--- src/sv/tcw_pkg.sv ---
// Shared types and constants for the text console writer.
package tcw_pkg;

	localparam int TCW_COLUMNS = 80;
	localparam int TCW_ROWS    = 25;

	localparam int CHAR_W      = 8;
	localparam int ATTR_W      = 8;
	localparam int CELL_W      = 16;
	localparam int POS_W       = 11;
	localparam int IDX_W       = 11;
	localparam int ACTION_W    = 2;
	localparam int IN_TDATA_W  = 24;
	localparam int OUT_TDATA_W = 32;
	localparam int CFG_DATA_W  = 8;

	localparam logic [CELL_W-1:0] RESET_BLANK = 16'h0720;
	localparam logic [ATTR_W-1:0] RESET_ATTR  = 8'd7;
	localparam logic [CHAR_W-1:0] CH_SPACE    = 8'h20;
	localparam logic [CHAR_W-1:0] CH_BS       = 8'd8;
	localparam logic [CHAR_W-1:0] CH_TAB      = 8'd9;
	localparam logic [CHAR_W-1:0] CH_LF       = 8'd10;
	localparam logic [CHAR_W-1:0] CH_CR       = 8'd13;
	localparam logic [CHAR_W-1:0] CH_DEL      = 8'd127;
	localparam int                TAB_STEP    = 8;

	// configuration register indexes
	localparam logic [0:0] REG_ATTRIBUTE   = 1'b0;
	localparam logic [0:0] REG_INTERACTIVE = 1'b1;

	typedef enum logic [1:0] {
		ACT_PUT   = 2'd0,
		ACT_CLEAR = 2'd1,
		ACT_READ  = 2'd2
	} action_t;

	typedef enum logic [2:0] {
		ST_INIT,
		ST_IDLE,
		ST_SCROLL,
		ST_CLEAR,
		ST_FINISH
	} state_t;

endpackage

--- src/sv/tcw_put_unit.sv ---
// Character interpreter: next cursor, cell write and scroll request for a put.
module tcw_put_unit #(
	parameter int COLUMNS = tcw_pkg::TCW_COLUMNS,
	parameter int ROWS    = tcw_pkg::TCW_ROWS,
	parameter int CW      = $clog2(COLUMNS),
	parameter int RW      = $clog2(ROWS),
	parameter int AW      = $clog2(COLUMNS * ROWS)
) (
	input  logic [CW-1:0]               col,
	input  logic [RW-1:0]               row,
	input  logic [tcw_pkg::CHAR_W-1:0]  char_code,
	input  logic [tcw_pkg::ATTR_W-1:0]  attribute,
	input  logic                        interactive_mode,
	output logic [CW-1:0]               next_col,
	output logic [RW-1:0]               next_row,
	output logic                        scroll,
	output logic                        we,
	output logic [AW-1:0]               waddr,
	output logic [tcw_pkg::CELL_W-1:0]  wdata
);

	localparam int XW = CW + 4;
	localparam logic [XW-1:0] TAB_MASK = ~XW'(tcw_pkg::TAB_STEP - 1);

	logic [XW-1:0]   ncol;
	logic [RW:0]     nrow;
	logic            erase;
	logic            printable;
	logic [AW-1:0]   base;

	assign printable = (char_code >= tcw_pkg::CH_SPACE) && !char_code[tcw_pkg::CHAR_W-1];
	assign base      = AW'(row) * AW'(COLUMNS);

	always_comb begin
		ncol   = XW'(col);
		nrow   = (RW+1)'(row);
		we     = 1'b0;
		erase  = 1'b0;
		scroll = 1'b0;
		if (char_code == tcw_pkg::CH_TAB) begin
			ncol = (ncol + XW'(tcw_pkg::TAB_STEP)) & TAB_MASK;
		end else if (interactive_mode) begin
			if (char_code == tcw_pkg::CH_BS || char_code == tcw_pkg::CH_DEL) begin
				if (col != '0) begin
					ncol  = ncol - XW'(1);
					we    = 1'b1;
					erase = 1'b1;
				end
			end else if (char_code == tcw_pkg::CH_LF || char_code == tcw_pkg::CH_CR) begin
				ncol = '0;
				nrow = nrow + (RW+1)'(1);
			end else if (printable) begin
				we   = 1'b1;
				ncol = ncol + XW'(1);
			end
		end else begin
			if (char_code == tcw_pkg::CH_BS) begin
				if (col != '0) begin
					ncol = ncol - XW'(1);
				end
			end else if (char_code == tcw_pkg::CH_CR) begin
				ncol = '0;
			end else if (char_code == tcw_pkg::CH_LF) begin
				ncol = '0;
				nrow = nrow + (RW+1)'(1);
			end else if (printable) begin
				we   = 1'b1;
				ncol = ncol + XW'(1);
			end
		end
		// wrap past last column, then scroll past last row
		if (ncol >= XW'(COLUMNS)) begin
			ncol = '0;
			nrow = nrow + (RW+1)'(1);
		end
		if (nrow >= (RW+1)'(ROWS)) begin
			scroll = 1'b1;
			nrow   = (RW+1)'(ROWS - 1);
		end
	end

	assign next_col = ncol[CW-1:0];
	assign next_row = nrow[RW-1:0];
	assign waddr    = base + AW'(col) - AW'(erase);
	assign wdata    = erase ? {attribute, tcw_pkg::CH_SPACE} : {attribute, char_code};

endmodule

--- config.mk ---
export PLATFORM = sky130hd
export DESIGN_NAME = tcw_put_unit
export DESIGN_NICKNAME = d
export VERILOG_FILES = /design/src/sv/tcw_pkg.sv /design/src/sv/tcw_put_unit.sv
export SDC_FILE = /design/constraint.sdc
export NUM_CORES = 1
export LEC_CHECK = 0
export BUFFER_PORTS_ARGS = -buffer_cell sky130_fd_sc_hd__buf_2
export CORE_UTILIZATION = 35
export DETAILED_ROUTE_END_ITERATION = 12
export PLACE_DENSITY_LB_ADDON = 0.3
export SLEW_MARGIN = 20
export SYNTH_ARGS = -nofsm -noshare
export SYNTH_HDL_FRONTEND = slang
export SYNTH_SLANG_ARGS = --single-unit
--- constraint.sdc ---
create_clock -name vclk -period 8.9
set_input_delay 0.89 -clock vclk [all_inputs]
set_output_delay 0.89 -clock vclk [all_outputs]
set_load 0.05 [all_outputs]
### Word level (Yosys, flattened, before mapping)

Index checks and enable logic that the tools add are counted.

| storage, ports and cells | value |
|---|---|
| output and inout port bits | 41 |
| logic and storage cells | 54 |
| input bits | 29 |
| register bits | 0 |

| cells by class | value |
|---|---|
| muxes and demuxes | 33 |
| multipliers | 1 |
| reductions and logical operators | 5 |
| order comparisons | 3 |
| eq/ne operators | 5 |
| add/subtract/negate cells | 7 |

Operators with widths:

| operator | number |
|---|---|
| $mux 11 | 7 |
| $mux 6 | 8 |
| $eq 8x4->1 const B | 4 |
| $mux 8 | 3 |
| $mux 1 | 13 |
| $add 11x7->11 | 1 |
| $ge 11x7->1 const B | 1 |
| $sub 11x1->11 | 1 |
| $add 7x1->8 const B | 1 |
| $add 7x4->8 const B | 1 |
| $eq 8x7->1 const B | 1 |
| $ge 8x6->1 const B | 1 |
| $sub 7x1->8 const B | 1 |
| $mul 5x3->7 const B | 1 |
| $mux 7 | 1 |
| $reduce_bool 7->1 | 1 |
| $add 5x1->6 const B | 1 |
| $add 6x1->6 const B | 1 |
| $ge 6x5->1 const B | 1 |
| $mux 5 | 1 |
| $logic_or 1x1->1 | 2 |
| $logic_and 1x1->1 | 1 |
| $logic_not 1->1 | 1 |

### Longest topological paths before layout

Gate-level depths: netlist (run 1).

| logic depth | value |
|---|---|
| depth in word-level cells | 12 |
| mapped depth | 18 |
| depth with buffers taken out | 18 |

### Worst setup path after synthesis (run 1)

OpenSTA, ideal clock, no wires.

| path | value |
|---|---|
| path kind | input -> output |
| start point | in char_code[5] (netlist name) |
| end point | out waddr[10] |
| arrival | 4555 ps |
| data required time | 8010 ps |
| stages on the path | 17 |
| buffers on the path | 1 |
| setup slack | 3455 ps |
| path through | or4b_1 > buf_2 > nand3b_4 > a211oi_1 > nand2_1 > inv_1 > ha_1 > inv_1 > ha_1 > nand2b_1 > a21oi_1 > o21a_1 > o21ai_0 > a21oi_1 > o21ai_0 > nor2_1 > a211oi_1 |

| on the way | value |
|---|---|
| cells in the longest elaborated chain, start to end | 6 |
| elaborated cells between the ends (all ways) | 8 |
| those cells by class | add/sub (1); eq/ne (3); mux (3); reduce/logical (1) |

RTL lines:

| element | RTL line | source |
|---|---|---|
| start, declared | tcw_put_unit.sv:11 | `input logic [tcw_pkg::CHAR_W-1:0] char_code,` |
| $eq 8x4->1 or $eq 8x7->1 (tied branches) | tcw_put_unit.sv:43 | `if (char_code == tcw_pkg::CH_BS \|\| char_code == tcw_pkg::CH_DEL) begin` |
| $logic_or 1x1->1 | tcw_put_unit.sv:43 |  |
| $mux 1 | tcw_put_unit.sv:43 |  |
| $mux 1 | tcw_put_unit.sv:42 | `end else if (interactive_mode) begin` |
| $mux 1 (*) | tcw_put_unit.sv:40 | `if (char_code == tcw_pkg::CH_TAB) begin` |
| $sub 11x1->11 (*) | tcw_put_unit.sv:84 | `assign waddr = base + AW'(col) - AW'(erase);` |
| end, declared | tcw_put_unit.sv:18 | `output logic [AW-1:0] waddr,` |

Every way passes the cells marked *; elsewhere a longest branch is shown, timed or not.

### Final worst setup path (run 1)

| path | value |
|---|---|
| start point | in char_code[5] (netlist name) |
| end point | out waddr[9] |

The elaborated chain is that of the path after synthesis.

==> results of run 1 <==
## through the flow
stage          area, um2  hold WS (ns)  power (W)
6_report            2190          1.78   0.000227
2_1_floorplan       1950          1.95   0.000191
4_1_cts             2190          1.78   0.000228
5_1_grt             2190          1.78   0.000247
3_3_place_gp        2190          1.78   0.000226
3_5_place_dp        2190          1.78   0.000228
## power breakdown
group | total (W) | leakage, nW | internal, W | switching, W
Clock | 0 | 0 | 0 | 0
Sequential | 0 | 0 | 0 | 0
Combinational | 0.000227 | 1.06 | 0.0000659 | 0.000161
Total | 0.000227 | 1.06 | 0.0000659 | 0.000161
## cells in the mapped netlist (2+ instances only)
library cell	n
sky130_fd_sc_hd__or3_1	3
sky130_fd_sc_hd__nand4_1	3
sky130_fd_sc_hd__or4b_1	2
sky130_fd_sc_hd__a21boi_1	2
sky130_fd_sc_hd__xnor2_1	15
sky130_fd_sc_hd__a21boi_0	2
sky130_fd_sc_hd__a41oi_1	2
sky130_fd_sc_hd__a21oi_1	14
sky130_fd_sc_hd__o31ai_1	3
sky130_fd_sc_hd__buf_4	9
sky130_fd_sc_hd__xor2_1	12
sky130_fd_sc_hd__inv_1	31
sky130_fd_sc_hd__o21ai_0	12
sky130_fd_sc_hd__a221oi_1	5
sky130_fd_sc_hd__nor3b_1	3
sky130_fd_sc_hd__a211oi_2	3
sky130_fd_sc_hd__o21a_1	3
sky130_fd_sc_hd__a211oi_1	4
sky130_fd_sc_hd__and4_1	2
sky130_fd_sc_hd__buf_2	3
sky130_fd_sc_hd__clkbuf_1	8
sky130_fd_sc_hd__mux2i_1	2
sky130_fd_sc_hd__nand2_1	23
sky130_fd_sc_hd__a32oi_1	2
sky130_fd_sc_hd__nand3_1	10
sky130_fd_sc_hd__and2_1	6
sky130_fd_sc_hd__a31oi_1	3
sky130_fd_sc_hd__fa_1	2
sky130_fd_sc_hd__and3_1	6
sky130_fd_sc_hd__nor3_1	4
sky130_fd_sc_hd__ha_1	31
sky130_fd_sc_hd__nor2_1	16
sky130_fd_sc_hd__nand2b_1	5
## metal layers
layer | track usage, % | wire (um)
met4 | 0.577 | 19
met1 | 22.2 | 2320
met5 | 0 | 0
met2 | 30.5 | 2320
met3 | 1.20 | 163
## path summary, 6_finish.rpt
| path | to | from | cells past startpoint | slack, ns |
|---|---|---|---|---|
| worst max-delay path | waddr[9] | char_code[5] | 19 | 3.25 |
| worst min-delay path | wdata[14] | attribute[6] | 0 | 1.78 |
## logic make-up after synthesis
group                      Yosys count  share of synthesized area (%)
AOI/OAI and AO/OA                   68                           25.3
xor gates and xnor gates            27                           12.1
adders and majority gates           33                           22.0
buffers and inverters               51                           11.8
muxes                                2                           1.03
and+or+nand+nor                     94                           27.8
## area by class of cell
| type | instances | area (um2) | share of cell area (%) |
|---|---|---|---|
| Timing Repair Buffer | 54 | 270 | 12.3 |
| Inverter | 31 | 116 | 5.31 |
| Tap cell | 70 | 87.6 | 4.00 |
| Multi-Input combinational cell | 224 | 1720 | 78.4 |
==> report_table.html, run 1 <==
<table>
<tr><th>Metric</th><th>Value</th></tr>
<tr><th colspan="2">Critical path</th></tr>
<tr><td>Worst setup SP type</td><td>primary input</td></tr>
<tr><td>Cell with the largest stage delay on the worst path</td><td>sky130_fd_sc_hd__or4b_1</td></tr>
<tr><td>Maximum fanout encountered on the critical timing path</td><td>8</td></tr>
<tr><td>Critical Path, Cell by Cell</td><td>buf_2 -&gt; or4b_1 -&gt; nand3b_4 -&gt; a211oi_1 -&gt; nand2_1 -&gt; inv_1 -&gt; ha_1 -&gt; inv_1 -&gt; ha_1 -&gt; fa_1 -&gt; nor2b_1 -&gt; o21ai_0 -&gt; a21boi_0 -&gt; o21a_1 -&gt; o21ai_0 -&gt; nand2b_1 -&gt; a21oi_1 -&gt; xnor2_1 -&gt; buf_2</td></tr>
<tr><td>Critical path's largest stage delay</td><td>about 0.7 ns</td></tr>
<tr><td>Arrival time worst endpoint</td><td>between 4 and 5 ns</td></tr>
<tr><td>CP bufs+invs</td><td>4</td></tr>
<tr><td>Critical path required time</td><td>about 8.0 ns</td></tr>
<tr><td>CP delay by family, top</td><td>simple AND/OR/NAND/NOR gates</td></tr>
<tr><td>Type of destination of the critical path</td><td>output pin</td></tr>
<tr><td>Setup Crit Path Kind</td><td>in -&gt; out</td></tr>
<tr><th colspan="2">Timing</th></tr>
<tr><td>Maximum clock rate</td><td>177 MHz</td></tr>
<tr><td>Sum of negative setup slack</td><td>0 ns</td></tr>
<tr><td>Unrepaired setup endpoints after global routing</td><td>no</td></tr>
<tr><td>Final Max Tran Viols</td><td>0</td></tr>
<tr><td>Endpoints failing setup</td><td>0</td></tr>
<tr><td>Shortest clock period the worst path allows after layout</td><td>approximately 5.6 ns</td></tr>
<tr><td>Worst-case setup margin in the final layout</td><td>approximately 3.3 ns</td></tr>
<tr><td>Number of failing hold endpoints at the final stage</td><td>0</td></tr>
<tr><td>Final Cycle Share</td><td>roughly 63%</td></tr>
<tr><td>Measured slew at the worst slew-check pin</td><td>roughly 0.97 ns</td></tr>
<tr><td>Worst slew margin</td><td>around 36%</td></tr>
<tr><th colspan="2">Layout</th></tr>
<tr><td>Leading cell type in the layout, fill and taps excluded</td><td>sky130_fd_sc_hd__buf_2</td></tr>
<tr><td>Signed area change from the synthesized netlist to the final layout</td><td>12.6%</td></tr>
<tr><td>Count of inserted antenna diode cells</td><td>0</td></tr>
<tr><td>Combined flip-flop and latch cell area</td><td>0 um2</td></tr>
<tr><td>Post-layout instance count excluding filler cells</td><td>379</td></tr>
<tr><td>Fin nets</td><td>373</td></tr>
<tr><td>Commonest non-fill, non-tap cells in the layout</td><td>sky130_fd_sc_hd__buf_2 (54), sky130_fd_sc_hd__inv_1 (31), sky130_fd_sc_hd__ha_1 (31)</td></tr>
<tr><td>Total of clock buffers placed in the layout</td><td>0</td></tr>
<tr><td>Utilization after layout</td><td>41.9%</td></tr>
<tr><td>Sequential cells</td><td>0</td></tr>
<tr><td>Fillers</td><td>568</td></tr>
<tr><td>Layout cell share with drive strength beyond 1</td><td>22.0%</td></tr>
<tr><th colspan="2">Min path</th></tr>
<tr><td>HP Class</td><td>in -&gt; out</td></tr>
<tr><th colspan="2">Flow run</th></tr>
<tr><td>Number of violations of the max-capacitance limit</td><td>0</td></tr>
<tr><th colspan="2">Pwr</th></tr>
<tr><td>Leakage component of the power</td><td>1.06 nW</td></tr>
<tr><td>Power Dens Cells</td><td>between 100 and 150 nW/um2</td></tr>
<tr><td>VDD IR-drop max</td><td>0.0687 mV</td></tr>
<tr><th colspan="2">Route</th></tr>
<tr><td>Number of nets with antenna violations after detailed routing</td><td>0</td></tr>
<tr><td>Detailed-route wire length</td><td>slightly below 5000 um</td></tr>
<tr><td>Number of vias per cell after detailed routing</td><td>5.32</td></tr>
<tr><td>Detailed-router iteration count before antenna repair</td><td>4</td></tr>
<tr><td>Post-route DRC</td><td>0</td></tr>
<tr><td>Per-cell routed wire length</td><td>12.7 um</td></tr>
<tr><td>Total via count after detailed routing</td><td>slightly above 2000</td></tr>
<tr><td>Detailed Route Iter0 Violations</td><td>between 90 and 100</td></tr>
<tr><th colspan="2">Synth</th></tr>
<tr><td>Cell area after technology mapping</td><td>just under 2000 um2</td></tr>
<tr><td>Main area contributors after synthesis</td><td>sky130_fd_sc_hd__ha_1 (20%), sky130_fd_sc_hd__xnor2_1 (6.7%), sky130_fd_sc_hd__inv_1 (6.0%)</td></tr>
<tr><td>Number of nets produced by synthesis</td><td>between 300 and 400</td></tr>
<tr><td>Seq/Total Area, Yosys</td><td>0%</td></tr>
<tr><td>Average instance area after synthesis</td><td>7.08 um2</td></tr>
<tr><td>Most area-hungry cell type in the Yosys netlist</td><td>sky130_fd_sc_hd__ha_1</td></tr>
<tr><td>Yosys warns</td><td>0</td></tr>
<tr><td>Share of the synthesized area in the top cell type</td><td>roughly a fifth</td></tr>
<tr><td>Number of instances in the synthesized netlist</td><td>about 280</td></tr>
<tr><td>Library cells used by synthesis</td><td>57</td></tr>
<tr><th colspan="2">Floorplanning</th></tr>
<tr><td>Area of the placeable core</td><td>5240 um2</td></tr>
<tr><td>Number of placement rows</td><td>26</td></tr>
<tr><td>Die outline height</td><td>about 77 um</td></tr>
<tr><td>Number of I/O pins</td><td>70</td></tr>
<tr><td>Initial cell density of the core</td><td>37.2%</td></tr>
<tr><td>Area of the die</td><td>about 5900 um2</td></tr>
<tr><td>Floorplan die width</td><td>between 70 and 80 um</td></tr>
<tr><th colspan="2">Placed design</th></tr>
<tr><td>Total half-perimeter wirelength after legalization and detailed placement</td><td>4010 um</td></tr>
<tr><td>Number of placed cells counting well taps</td><td>about 380</td></tr>
<tr><td>Worst Setup Slack post-DPL</td><td>3.24 ns</td></tr>
<tr><td>Placer Congestion</td><td>between 0.8 and 0.9</td></tr>
<tr><td>Port Buf Inserts</td><td>54</td></tr>
<tr><th colspan="2">Global route</th></tr>
<tr><td>Aggregate global routing overflow</td><td>0</td></tr>
<tr><td>GR Util All Layers</td><td>about 17%</td></tr>
<tr><td>First-pass GRT wire length</td><td>around 8500 um</td></tr>
<tr><td>Antenna violations before repair</td><td>0</td></tr>
<tr><td>Pin count of the biggest net entering global routing</td><td>15</td></tr>
<tr><td>Via count of the first global-routing pass</td><td>1920</td></tr>
<tr><th colspan="2">Clock tree</th></tr>
<tr><td>Hold-fix buffers at CTS</td><td>0</td></tr>
<tr><td>Resized Gates After CTS</td><td>0</td></tr>
<tr><td>Number of buffers inserted by post-CTS setup repair</td><td>0</td></tr>
<tr><th colspan="2">Status</th></tr>
<tr><td>Result of the run</td><td>finished clean</td></tr>
</table>
Power figures use the tool's default switching activity.
==> run 2, diff against run 1 <==
==> constraint.sdc (replaced) <==
create_clock -name vclk -period 4.6
set_input_delay 0.46 -clock vclk [all_inputs]
set_output_delay 0.46 -clock vclk [all_outputs]
set_load 0.05 [all_outputs]
==> report_table.html, run 2 (same netlist as run 1, synthesis figures left out) <==
<table>
<tr><th>Metric</th><th>Value</th></tr>
<tr><th colspan="2">Critical path</th></tr>
<tr><td>Worst setup SP type</td><td>primary input</td></tr>
<tr><td>Arrival time worst endpoint</td><td>3.83 ns</td></tr>
<tr><td>Setup Crit Path Kind</td><td>in -&gt; out</td></tr>
<tr><td>Critical path required time</td><td>between 4 and 5 ns</td></tr>
<tr><td>Launch point of the critical path</td><td>char_code[5]</td></tr>
<tr><td>Type of destination of the critical path</td><td>output pin</td></tr>
<tr><td>Maximum fanout encountered on the critical timing path</td><td>5</td></tr>
<tr><th colspan="2">Global route</th></tr>
<tr><td>Pin count of the biggest net entering global routing</td><td>14</td></tr>
<tr><td>Aggregate global routing overflow</td><td>0</td></tr>
<tr><td>First-pass GRT wire length</td><td>approximately 8300 um</td></tr>
<tr><td>GR Util All Layers</td><td>16.3%</td></tr>
<tr><td>Antenna violations before repair</td><td>0</td></tr>
<tr><td>Via count of the first global-routing pass</td><td>~1800</td></tr>
<tr><th colspan="2">Timing</th></tr>
<tr><td>Shortest clock period the worst path allows after layout</td><td>~4.3 ns</td></tr>
<tr><td>Final Max Tran Viols</td><td>0</td></tr>
<tr><td>Measured slew at the worst slew-check pin</td><td>0.570 ns</td></tr>
<tr><td>Maximum clock rate</td><td>233 MHz</td></tr>
<tr><td>Unrepaired setup endpoints after global routing</td><td>no</td></tr>
<tr><td>Worst-case setup margin in the final layout</td><td>slightly above 0.3 ns</td></tr>
<tr><td>Final Cycle Share</td><td>~93%</td></tr>
<tr><td>Number of failing hold endpoints at the final stage</td><td>0</td></tr>
<tr><td>Worst hold slack</td><td>0.920 ns</td></tr>
<tr><td>Worst slew margin</td><td>62.0%</td></tr>
<tr><td>Endpoints failing setup</td><td>0</td></tr>
<tr><td>Sum of negative setup slack</td><td>0 ns</td></tr>
<tr><th colspan="2">Layout</th></tr>
<tr><td>Area of the multi-input gates</td><td>around 1700 um2</td></tr>
<tr><td>Leading cell type in the layout, fill and taps excluded</td><td>sky130_fd_sc_hd__buf_2</td></tr>
<tr><td>Count of inserted antenna diode cells</td><td>0</td></tr>
<tr><td>Sequential cells</td><td>0</td></tr>
<tr><td>Final design area excluding fillers</td><td>about 2300 um2</td></tr>
<tr><td>Signed area change from the synthesized netlist to the final layout</td><td>15.7%</td></tr>
<tr><td>Commonest non-fill, non-tap cells in the layout</td><td>sky130_fd_sc_hd__buf_2 (53), sky130_fd_sc_hd__inv_1 (31), sky130_fd_sc_hd__ha_1 (31)</td></tr>
<tr><td>Total of clock buffers placed in the layout</td><td>0</td></tr>
<tr><td>Fillers</td><td>565</td></tr>
<tr><td>Utilization after layout</td><td>a little over two fifths</td></tr>
<tr><td>Fin nets</td><td>380</td></tr>
<tr><td>Layout cell share with drive strength beyond 1</td><td>around a quarter</td></tr>
<tr><td>Combined flip-flop and latch cell area</td><td>0 um2</td></tr>
<tr><th colspan="2">Placed design</th></tr>
<tr><td>Placer Congestion</td><td>around 0.86</td></tr>
<tr><td>Total half-perimeter wirelength after legalization and detailed placement</td><td>between 3000 and 4000 um</td></tr>
<tr><td>Port Buf Inserts</td><td>54</td></tr>
<tr><td>Worst Setup Slack post-DPL</td><td>about 0.15 ns</td></tr>
<tr><td>Post-placement cell area</td><td>roughly 2200 um2</td></tr>
<tr><th colspan="2">Pwr</th></tr>
<tr><td>Power Dens Cells</td><td>198 nW/um2</td></tr>
<tr><td>Switching power total</td><td>~0.00031 W</td></tr>
<tr><td>Internal power consumption</td><td>about 0.00013 W</td></tr>
<tr><td>Clock network power share</td><td>0%</td></tr>
<tr><td>Leakage component of the power</td><td>around 1.1 nW</td></tr>
<tr><td>Sequential group share of total power</td><td>0%</td></tr>
<tr><td>Proportion of power drawn by combinational gates</td><td>100.0%</td></tr>
<tr><td>Sw Share</td><td>70.1%</td></tr>
<tr><td>VDD IR-drop max</td><td>0.137 mV</td></tr>
<tr><th colspan="2">Route</th></tr>
<tr><td>Detailed Route Iter0 Violations</td><td>about 110</td></tr>
<tr><td>Number of vias per cell after detailed routing</td><td>about 5.2</td></tr>
<tr><td>Detailed-router iteration count before antenna repair</td><td>5</td></tr>
<tr><td>Total via count after detailed routing</td><td>2010</td></tr>
<tr><td>Per-cell routed wire length</td><td>approximately 12 um</td></tr>
<tr><td>Post-route DRC</td><td>0</td></tr>
<tr><td>Number of nets with antenna violations after detailed routing</td><td>0</td></tr>
<tr><td>Detailed-route wire length</td><td>between 4000 and 5000 um</td></tr>
<tr><th colspan="2">Flow run</th></tr>
<tr><td>Number of violations of the max-capacitance limit</td><td>0</td></tr>
<tr><th colspan="2">Floorplanning</th></tr>
<tr><td>Number of I/O pins</td><td>70</td></tr>
<tr><td>Area of the placeable core</td><td>about 5200 um2</td></tr>
<tr><td>Area of the die</td><td>a little under 6000 um2</td></tr>
<tr><td>Number of placement rows</td><td>26</td></tr>
<tr><td>Floorplan die width</td><td>~77 um</td></tr>
<tr><td>Die outline height</td><td>roughly 77 um</td></tr>
<tr><td>Initial cell density of the core</td><td>37.2%</td></tr>
<tr><th colspan="2">Min path</th></tr>
<tr><td>Launch instance of the worst min-delay path</td><td>attribute[6]</td></tr>
<tr><td>HP Class</td><td>in -&gt; out</td></tr>
<tr><th colspan="2">Clock tree</th></tr>
<tr><td>Number of buffers inserted by post-CTS setup repair</td><td>0</td></tr>
<tr><td>Hold-fix buffers at CTS</td><td>0</td></tr>
<tr><th colspan="2">Status</th></tr>
<tr><td>Result of the run</td><td>finished clean</td></tr>
</table>
## run 2: cell count changes in the layout (fill, tap and decap cells not counted), sizes merged
cell and change:
buf +7
## run 2: critical path, stage by stage
cell and delay [ns]:
sky130_fd_sc_hd__buf_2 0.12, sky130_fd_sc_hd__or4b_1 0.55, sky130_fd_sc_hd__nand3b_4 0.21, sky130_fd_sc_hd__a211oi_2 0.19, sky130_fd_sc_hd__nand2_1 0.09, sky130_fd_sc_hd__inv_1 0.08, sky130_fd_sc_hd__ha_1 0.15, sky130_fd_sc_hd__inv_1 0.04
sky130_fd_sc_hd__ha_1 0.20, sky130_fd_sc_hd__fa_1 0.40, sky130_fd_sc_hd__nor2b_1 0.15, sky130_fd_sc_hd__o21ai_1 0.16, sky130_fd_sc_hd__a21boi_0 0.14, sky130_fd_sc_hd__o21a_1 0.20, sky130_fd_sc_hd__o21ai_1 0.12, sky130_fd_sc_hd__nand2b_1 0.06
sky130_fd_sc_hd__a21oi_1 0.17, sky130_fd_sc_hd__xnor2_1 0.13, sky130_fd_sc_hd__buf_4 0.21
## run 2: power groups by stage
stage | Clock [W] | Combinational [W] | Sequential [W]
after floorplan | 0 | 0.000369 | 0
after global routing | 0 | 0.000484 | 0
final | 0 | 0.000446 | 0
after detailed placement | 0 | 0.000442 | 0
after global placement | 0 | 0.000440 | 0
after CTS | 0 | 0.000444 | 0
## run 2: what timing repair did
action | CTS | global route
resized for setup | 0 | 5
hold endpoints to repair | 0 | 0
endpoints found under the setup margin | 0 | 1
## run 2: layout make-up
type | instances | share of cell area (%)
timing repair buffer | 61 | 14.4
multi-input combinational | 224 | 76.5
inverter | 31 | 5.17
tap | 70 | 3.89
## run 2: layer usage
| metal | global-route usage (%) | vias up | wire (um) |
|---|---|---|---|
| met3 | 1.20 | 2 | 172 |
| met1 | 22.3 | 905 | 2340 |
| li1 | - | 1054 | - |
| met2 | 29.1 | 49 | 2180 |
| met5 | 0 | - | 0 |
| met4 | 0.385 | 0 | 10 |
## run 2: through the flow
step           instances  power, W
6_report             386  0.000446
5_1_grt              386  0.000484
4_1_cts              386  0.000444
3_5_place_dp         386  0.000442
3_3_place_gp         386  0.000440
2_1_floorplan        275  0.000369
## run 2: path summary, 6_finish.rpt
| kind | cells past startpoint | to | slack, ns |
|---|---|---|---|
| worst max-delay path | 19 | waddr[9] | 0.31 |
| worst min-delay path | 0 | wdata[14] | 0.92 |
